### config.mk
export PLATFORM = sky130hd
export DESIGN_NAME = base64_url_escaped_encoder
export DESIGN_NICKNAME = d
export VERILOG_FILES = /design/src/rtl/b64ue_pkg.sv /design/src/rtl/b64ue_pack.sv /design/src/rtl/b64ue_emit.sv /design/src/rtl/base64_url_escaped_encoder.sv
export SDC_FILE = /design/constraint.sdc
export NUM_CORES = 1
export LEC_CHECK = 0
export BUFFER_PORTS_ARGS = -buffer_cell sky130_fd_sc_hd__buf_2
export CAP_MARGIN = 30
export CORE_MARGIN = 2
export CORE_UTILIZATION = 30
export DETAILED_ROUTE_END_ITERATION = 10
export PLACE_DENSITY = 0.48
export SETUP_SLACK_MARGIN = 0.4
export SYNTH_ARGS = -nofsm -noshare
export SYNTH_HDL_FRONTEND = slang
export SYNTH_SLANG_ARGS = --single-unit
export TNS_END_PERCENT = 10
### constraint.sdc
create_clock -name clk -period 2.9 [get_ports clk]
set_input_delay 0.29 -clock clk [delete_from_list [all_inputs] [get_ports clk]]
set_output_delay 0.29 -clock clk [all_outputs]
set_load 0.03 [all_outputs]
### src/rtl/b64ue_pkg.sv
`default_nettype none

package b64ue_pkg;

	typedef struct packed {
		logic [7:0] data_byte;
		logic       final_byte;
	} in_item_t;

	typedef struct packed {
		logic [6:0] char_out;
		logic       run_end;
		logic       message_end;
	} out_item_t;

	// One output symbol: a base64 sextet or a "%3D" pad.
	typedef struct packed {
		logic       pad;
		logic [5:0] sextet;
	} sym_t;

	// Symbols caused by one input byte, in order from index 0.
	typedef struct packed {
		sym_t [3:0] sym;
		logic [1:0] last_idx;
		logic       fin;
	} sym_group_t;

	localparam logic [6:0] CH_PERCENT = 7'h25;
	localparam logic [6:0] CH_TWO     = 7'h32;
	localparam logic [6:0] CH_THREE   = 7'h33;
	localparam logic [6:0] CH_UPPER_B = 7'h42;
	localparam logic [6:0] CH_UPPER_D = 7'h44;
	localparam logic [6:0] CH_UPPER_F = 7'h46;
	localparam logic [6:0] CH_PLUS    = 7'h2b;
	localparam logic [6:0] CH_SLASH   = 7'h2f;
	localparam logic [6:0] CH_EQUAL   = 7'h3d;
	localparam logic [6:0] CH_UPPER_A = 7'h41;
	localparam logic [6:0] CH_LOWER_A = 7'h61;
	localparam logic [6:0] CH_ZERO    = 7'h30;

	localparam logic [5:0] SEXTET_PLUS = 6'd62;

	function automatic logic [6:0] b64_char(input logic [5:0] s);
		logic [6:0] c;
		if (s < 6'd26) begin
			c = CH_UPPER_A + {1'b0, s};
		end else if (s < 6'd52) begin
			c = CH_LOWER_A + {1'b0, s} - 7'd26;
		end else if (s < SEXTET_PLUS) begin
			c = CH_ZERO + {1'b0, s} - 7'd52;
		end else if (s == SEXTET_PLUS) begin
			c = CH_PLUS;
		end else begin
			c = CH_SLASH;
		end
		return c;
	endfunction

endpackage

`default_nettype wire

### src/rtl/b64ue_pack.sv
`default_nettype none

module b64ue_pack (
	input  wire logic                 clk,
	input  wire logic                 arst_n,
	input  wire logic                 take,
	input  wire b64ue_pkg::in_item_t  item,
	output b64ue_pkg::sym_group_t     group
);
	import b64ue_pkg::*;

	logic [1:0] phase_q;
	logic [3:0] carry_q;
	logic [1:0] phase_d;
	logic [3:0] carry_d;
	logic [7:0] b;

	assign b = item.data_byte;

	always_comb begin
		group = '0;
		group.fin = item.final_byte;
		case (phase_q)
			2'd1: begin
				group.sym[0] = '{pad: 1'b0, sextet: {carry_q[1:0], b[7:4]}};
				group.sym[1] = '{pad: 1'b0, sextet: {b[3:0], 2'b00}};
				group.sym[2] = '{pad: 1'b1, sextet: 6'd0};
				group.last_idx = item.final_byte ? 2'd2 : 2'd0;
				phase_d = 2'd2;
				carry_d = b[3:0];
			end
			2'd2: begin
				group.sym[0] = '{pad: 1'b0, sextet: {carry_q, b[7:6]}};
				group.sym[1] = '{pad: 1'b0, sextet: b[5:0]};
				group.last_idx = 2'd1;
				phase_d = 2'd0;
				carry_d = 4'd0;
			end
			default: begin
				group.sym[0] = '{pad: 1'b0, sextet: b[7:2]};
				group.sym[1] = '{pad: 1'b0, sextet: {b[1:0], 4'b0000}};
				group.sym[2] = '{pad: 1'b1, sextet: 6'd0};
				group.sym[3] = '{pad: 1'b1, sextet: 6'd0};
				group.last_idx = item.final_byte ? 2'd3 : 2'd0;
				phase_d = 2'd1;
				carry_d = {2'b00, b[1:0]};
			end
		endcase
		if (item.final_byte) begin
			phase_d = 2'd0;
			carry_d = 4'd0;
		end
	end

	always_ff @(posedge clk or negedge arst_n) begin
		if (!arst_n) begin
			phase_q <= 2'd0;
			carry_q <= 4'd0;
		end else if (take) begin
			phase_q <= phase_d;
			carry_q <= carry_d;
		end
	end

endmodule

`default_nettype wire

### src/rtl/b64ue_emit.sv
`default_nettype none

module b64ue_emit (
	input  wire logic                   clk,
	input  wire logic                   arst_n,
	input  wire logic                   load,
	input  wire b64ue_pkg::sym_group_t  group,
	output logic                        busy,
	output logic                        out_valid,
	input  wire logic                   out_stall,
	output b64ue_pkg::out_item_t        out_data
);
	import b64ue_pkg::*;

	sym_group_t grp_q;
	logic       grp_v_q;
	logic [1:0] idx_q;
	logic [1:0] sub_q;
	out_item_t  out_q;
	logic       out_v_q;

	sym_t       cur;
	logic       esc;
	logic       sym_done;
	logic       grp_done;
	logic       adv;
	logic [6:0] ch;

	assign cur      = grp_q.sym[idx_q];
	assign esc      = cur.pad | (&cur.sextet[5:1]);
	assign sym_done = !esc || (sub_q == 2'd2);
	assign grp_done = sym_done && (idx_q == grp_q.last_idx);
	assign adv      = grp_v_q && (!out_v_q || !out_stall);
	assign busy     = grp_v_q && !(adv && grp_done);

	always_comb begin
		case (sub_q)
			2'd0: ch = esc ? CH_PERCENT : b64_char(cur.sextet);
			2'd1: ch = cur.pad ? CH_THREE : CH_TWO;
			2'd2: ch = cur.pad ? CH_UPPER_D : (cur.sextet[0] ? CH_UPPER_F : CH_UPPER_B);
			default: ch = CH_PERCENT;
		endcase
	end

	always_ff @(posedge clk or negedge arst_n) begin
		if (!arst_n) begin
			grp_v_q <= 1'b0;
			grp_q   <= '0;
			idx_q   <= 2'd0;
			sub_q   <= 2'd0;
			out_v_q <= 1'b0;
			out_q   <= '0;
		end else begin
			if (adv) begin
				out_v_q <= 1'b1;
				out_q   <= '{char_out: ch, run_end: grp_done,
					message_end: grp_done && grp_q.fin};
				if (grp_done) begin
					idx_q   <= 2'd0;
					sub_q   <= 2'd0;
				end else if (sym_done) begin
					idx_q <= idx_q + 2'd1;
					sub_q <= 2'd0;
				end else begin
					sub_q <= sub_q + 2'd1;
				end
			end else if (!out_stall) begin
				out_v_q <= 1'b0;
			end
			if (load) begin
				grp_v_q <= 1'b1;
				grp_q   <= group;
			end else if (adv && grp_done) begin
				grp_v_q <= 1'b0;
			end
		end
	end

	assign out_valid = out_v_q;
	assign out_data  = out_q;

endmodule

`default_nettype wire

### src/rtl/base64_url_escaped_encoder.sv
// channel | dir | handshake            | payload
// in      | in  | in_valid / in_stall  | in_data  (data_byte, final_byte)
// out     | out | out_valid / out_stall| out_data (char_out, run_end, message_end)
//
// One character leaves per cycle while the output is not stalled; a byte causes
// 1 to 10 characters, sent by the character serializer after the symbol register.
// The next byte is taken as the predecessor's last character is registered.
// Reset clears the group phase, the carry bits and all valid flags.
// A stalled output holds its character; the serializer waits behind it.
`default_nettype none

module base64_url_escaped_encoder (
	input  wire logic                 clk,
	input  wire logic                 arst_n,
	input  wire logic                 in_valid,
	output logic                      in_stall,
	input  wire b64ue_pkg::in_item_t  in_data,
	output logic                      out_valid,
	input  wire logic                 out_stall,
	output b64ue_pkg::out_item_t      out_data
);
	import b64ue_pkg::*;

	sym_group_t group;
	logic       busy;
	logic       take;

	assign take     = in_valid && !busy;
	assign in_stall = busy;

	b64ue_pack u_pack (
		.clk    (clk),
		.arst_n (arst_n),
		.take   (take),
		.item   (in_data),
		.group  (group)
	);

	b64ue_emit u_emit (
		.clk       (clk),
		.arst_n    (arst_n),
		.load      (take),
		.group     (group),
		.busy      (busy),
		.out_valid (out_valid),
		.out_stall (out_stall),
		.out_data  (out_data)
	);

`ifndef SYNTHESIS
	a_msg_end_is_run_end: assert property (@(posedge clk) disable iff (!arst_n)
		out_valid && out_data.message_end |-> out_data.run_end)
		else $error("message end without run end");

	a_no_raw_escape: assert property (@(posedge clk) disable iff (!arst_n)
		out_valid |-> (out_data.char_out != CH_PLUS) && (out_data.char_out != CH_SLASH)
			&& (out_data.char_out != CH_EQUAL))
		else $error("unescaped character on output");

	a_accept_gives_output: assert property (@(posedge clk) disable iff (!arst_n)
		in_valid && !in_stall |=> ##1 out_valid)
		else $error("accepted byte produced no character");
`endif

endmodule

`default_nettype wire

==> flow_summary_export.csv <==
group,metric,value,unit
logic_synthesis,synth-compound-area-share,25.8,%
worst_setup_path,path_cells,"buf_4 > mux2i_1 > nor2_2 > a31o_2 > a21oi_4 > nor2_1 > buf_2",
cells_and_area,num_antenna_cells,0,
floorplanning,core_area,8090,µm²
logic_synthesis,synthAdderAreaFrac,6.58,%
route,drtAntennaViolNets,0,
place,dp_hpwl,4650,µm
sta,hold_viol_final,0,
sta,layout_min_cycle_time,2.36,ns
logic_synthesis,synth_top_family_by_area,"compound AO/OA/AOI/OAI gates",
clock_network,clockBufferDepth,2,
logic_synthesis,synth_area_per_cell,9.32,µm²
job,drv_cap,0,
cells_and_area,final_common_cell,"dfrtp_1",
logic_synthesis,ys_async_sr_fraction,100,%
logic_synthesis,yosys.area_share.simple,14.3,%
worst_setup_path,worstSetupPathType,"reg2out",
power_and_ir_drop,p_clk_share,12.9,%
global_routing,grt_pass1_vias,2085,
logic_synthesis,postSynthNetCount,291,
logic_synthesis,synthDistinctLibCells,53,
worst_setup_path,cp_slowest_cell,"dfrtp_2",
power_and_ir_drop,p_comb_share,60.0,%
sta,rsz0062_at_grt,"true",
logic_synthesis,synth-edff-count,0,
route,drc,0,
power_and_ir_drop,power_switching,0.00164,W
logic_synthesis,synthXorXnorAreaFrac,1.77,%
power_and_ir_drop,power.internal,0.00189,W
route,firstDrtPassIters,4,
clock_network,clk_root_buffer_cell,"clkbuf_8",
sta,fin_skew,0.0127,ns
worst_setup_path,cp.arrival,2.07,ns
sta,timing.final.crit_share,81.4,%
cells_and_area,final_nets,323,
floorplanning,die_y,94.8,µm
power_and_ir_drop,ir_worst_vdd,550,µV
logic_synthesis,yosysWarnings,0,
floorplanning,ioPinCount,24,
logic_synthesis,ys_ff_latch,38,
place,gp_congestion,0.842,
cells_and_area,layout_common_cells,"dfrtp_1, nand2_1, buf_2",
clock_network,cts-hold-fix-buffers,0,
sta,finalSetupViolCount,0,
global_routing,grt_pass1_wl,10700,µm
power_and_ir_drop,p_per_area,1220,nW/µm²
worst_setup_path,reg2regPathDepth,10,
worst_setup_path,startpoint_type,"register",
logic_synthesis,synth_seq_area_share,38.5,%
clock_network,htree_levels,2,
route,viasPerCell,5.24,
clock_network,clk_pin_slew,0.08,ns
power_and_ir_drop,p_leak,1.28,nW
worst_setup_path,path_max_fanout,10,
sta,drv_slew,0,
status,status,"complete, no violations",
floorplanning,die_w,94.8,µm
sta,tightest_slew,0.878,ns
global_routing,overflow,0,
route,finalWirelength,6310,µm
route,vias,2110,
floorplanning,initial_utilization,30.5,%
sta,max_freq,424,MHz
floorplanning,fp-row-count,33,
place,port_buffers,23,
logic_synthesis,synth_cells,265,
route,drtIter0Drc,83,
worst_setup_path,worstPathRequired,2.61,ns
global_routing,grt_usage,15.1,%
global_routing,grt_max_degree,39,
clock_network,cts_buffers,5,
logic_synthesis,synth_flop_cell,"dfrtp_1",
clock_network,cts_tree,"yes",
clock_network,cts.sink_count,38,
power_and_ir_drop,sw_frac_of_total,46.5,%
sta,relSlewSlack,41.5,%
logic_synthesis,synthMuxAreaShare,7.59,%
worst_setup_path,cpPeakStageDelay,0.46,ns
min_path,hold_class,"in2async",
power_and_ir_drop,p_seq_share,27.2,%
clock_network,clk-insertion-delay-late,0.29,ns
route,wl_per_cell,15.6,µm
global_routing,antenna_found_initial,0,
sta,tns,0,ns
worst_setup_path,crit_path_end_kind,"output port",
floorplanning,die-area,8980,µm²
power_and_ir_drop,p_total,0.00352,W
logic_synthesis,synth_area,2470,µm²
cells_and_area,drive_above_1_share,22.1,%
cells_and_area,area_growth,17.0,%
==> Yosys cell counts, drive strengths merged (4+ instances only) <==
cell | instances | area share (%)
ha | 13 | 6.6
a21oi | 8 | 1.8
o22ai | 11 | 2.8
nand3 | 11 | 2.2
o2bb2ai | 6 | 2.1
dfrtp | 38 | 38
nor3 | 4 | 0.81
mux2 | 6 | 2.7
a221o | 8 | 3.2
clkbuf | 7 | 1.1
buf | 6 | 1.8
mux2i | 12 | 4.9
o21ai | 22 | 4.6
inv | 17 | 2.6
or2 | 6 | 1.5
nor2 | 18 | 2.8
nand2 | 29 | 4.4
==> path summary, 6_finish.rpt <==
| path | start | end | slack, ns |
|---|---|---|---|
| min reg2reg | u_emit.out_data[1] | u_emit.out_data[1] | 0.48 |
| max in group asynchronous | arst_n | u_emit.idx_q[0] | 2.19 |
| min in group clk | out_stall | u_emit.out_valid | 0.25 |
| min | arst_n | u_emit.out_data[8] | 0.11 |
| max | u_emit.idx_q[0] | in_stall | 0.54 |
| max reg2reg | u_emit.idx_q[0] | u_emit.out_data[6] | 0.54 |
==> critical path, delay by kind of cell (launching register included) <==
| family | cells | cell delay (ns) |
|---|---|---|
| flops | 1 | 0.46 |
| simple gates | 2 | 0.42 |
| buf+inv | 2 | 0.41 |
| compound gates | 2 | 0.36 |
| mux | 1 | 0.13 |
==> layout make-up <==
class,count,area [µm²]
Clock buffer,6,72.6
Clock inverter,2,37.5
Fill cell,873,5200
Inverter,17,63.8
Multi-Input combinational cell,197,1410
Sequential cell,38,952
Tap cell,105,131
Timing Repair Buffer,38,225
==> kinds of logic (layout without fill, tap and decap cells) <==
logic type               Yosys count  in the layout
XOR/XNOR                           5              5
adder cells (fa/ha/maj)           13             13
AND/OR/NAND/NOR                   75             75
buffers and inverters             30             63
AO/OA/AOI/OAI                     86             86
multiplexers                      18             18
flip-flops                        38             38
==> layer usage <==
metal	global-route usage, %	routed length, µm
met5	0	0
met2	24.5	2990
met3	2.79	160
met1	20.7	3120
met4	3.74	42
==> repair_timing <==
item	4_1_cts	5_1_grt
gates resized for setup	2	5
buffers inserted	0	3
cloned	0	0
setup endpoints to repair	3	12
==> metrics by stage <==
stage / cells / cell area (µm²) / hold WS, ns / worst slack (ns) / util (%)
final: 403 / 2890 / 0.113 / 0.539 / 35.7
after global routing: 403 / 2890 / 0.187 / 0.378 / 35.7
after CTS: 400 / 2850 / 0.141 / 0.393 / 35.2
after detailed placement: 392 / 2740 / 0.464 / 0.321 / 33.8
after global placement: 392 / 2740 / 0.456 / 0.360 / 33.8
after floorplan: 265 / 2470 / -0.00559 / 0.456 / -
==> flip-flops by register name (all words and copies together) (netlist names) <==
register,count
u_emit.grp_q,17
u_emit.grp_v_q,1
u_emit.idx_q,2
u_emit.out_data,9
u_emit.out_valid,1
u_emit.sub_q,2
u_pack.carry_q,4
u_pack.phase_q,2
==> power by group through the flow <==
stage | Combinational [W] | Sequential, W | Clock [W]
after floorplan | 0.00146 | 0.00101 | 0
after detailed placement | 0.00205 | 0.000976 | 0
after global routing | 0.00236 | 0.000991 | 0.000485
after global placement | 0.00205 | 0.000973 | 0
final | 0.00211 | 0.000958 | 0.000453
after CTS | 0.00206 | 0.000969 | 0.000463
Power figures use the tool's default switching activity.
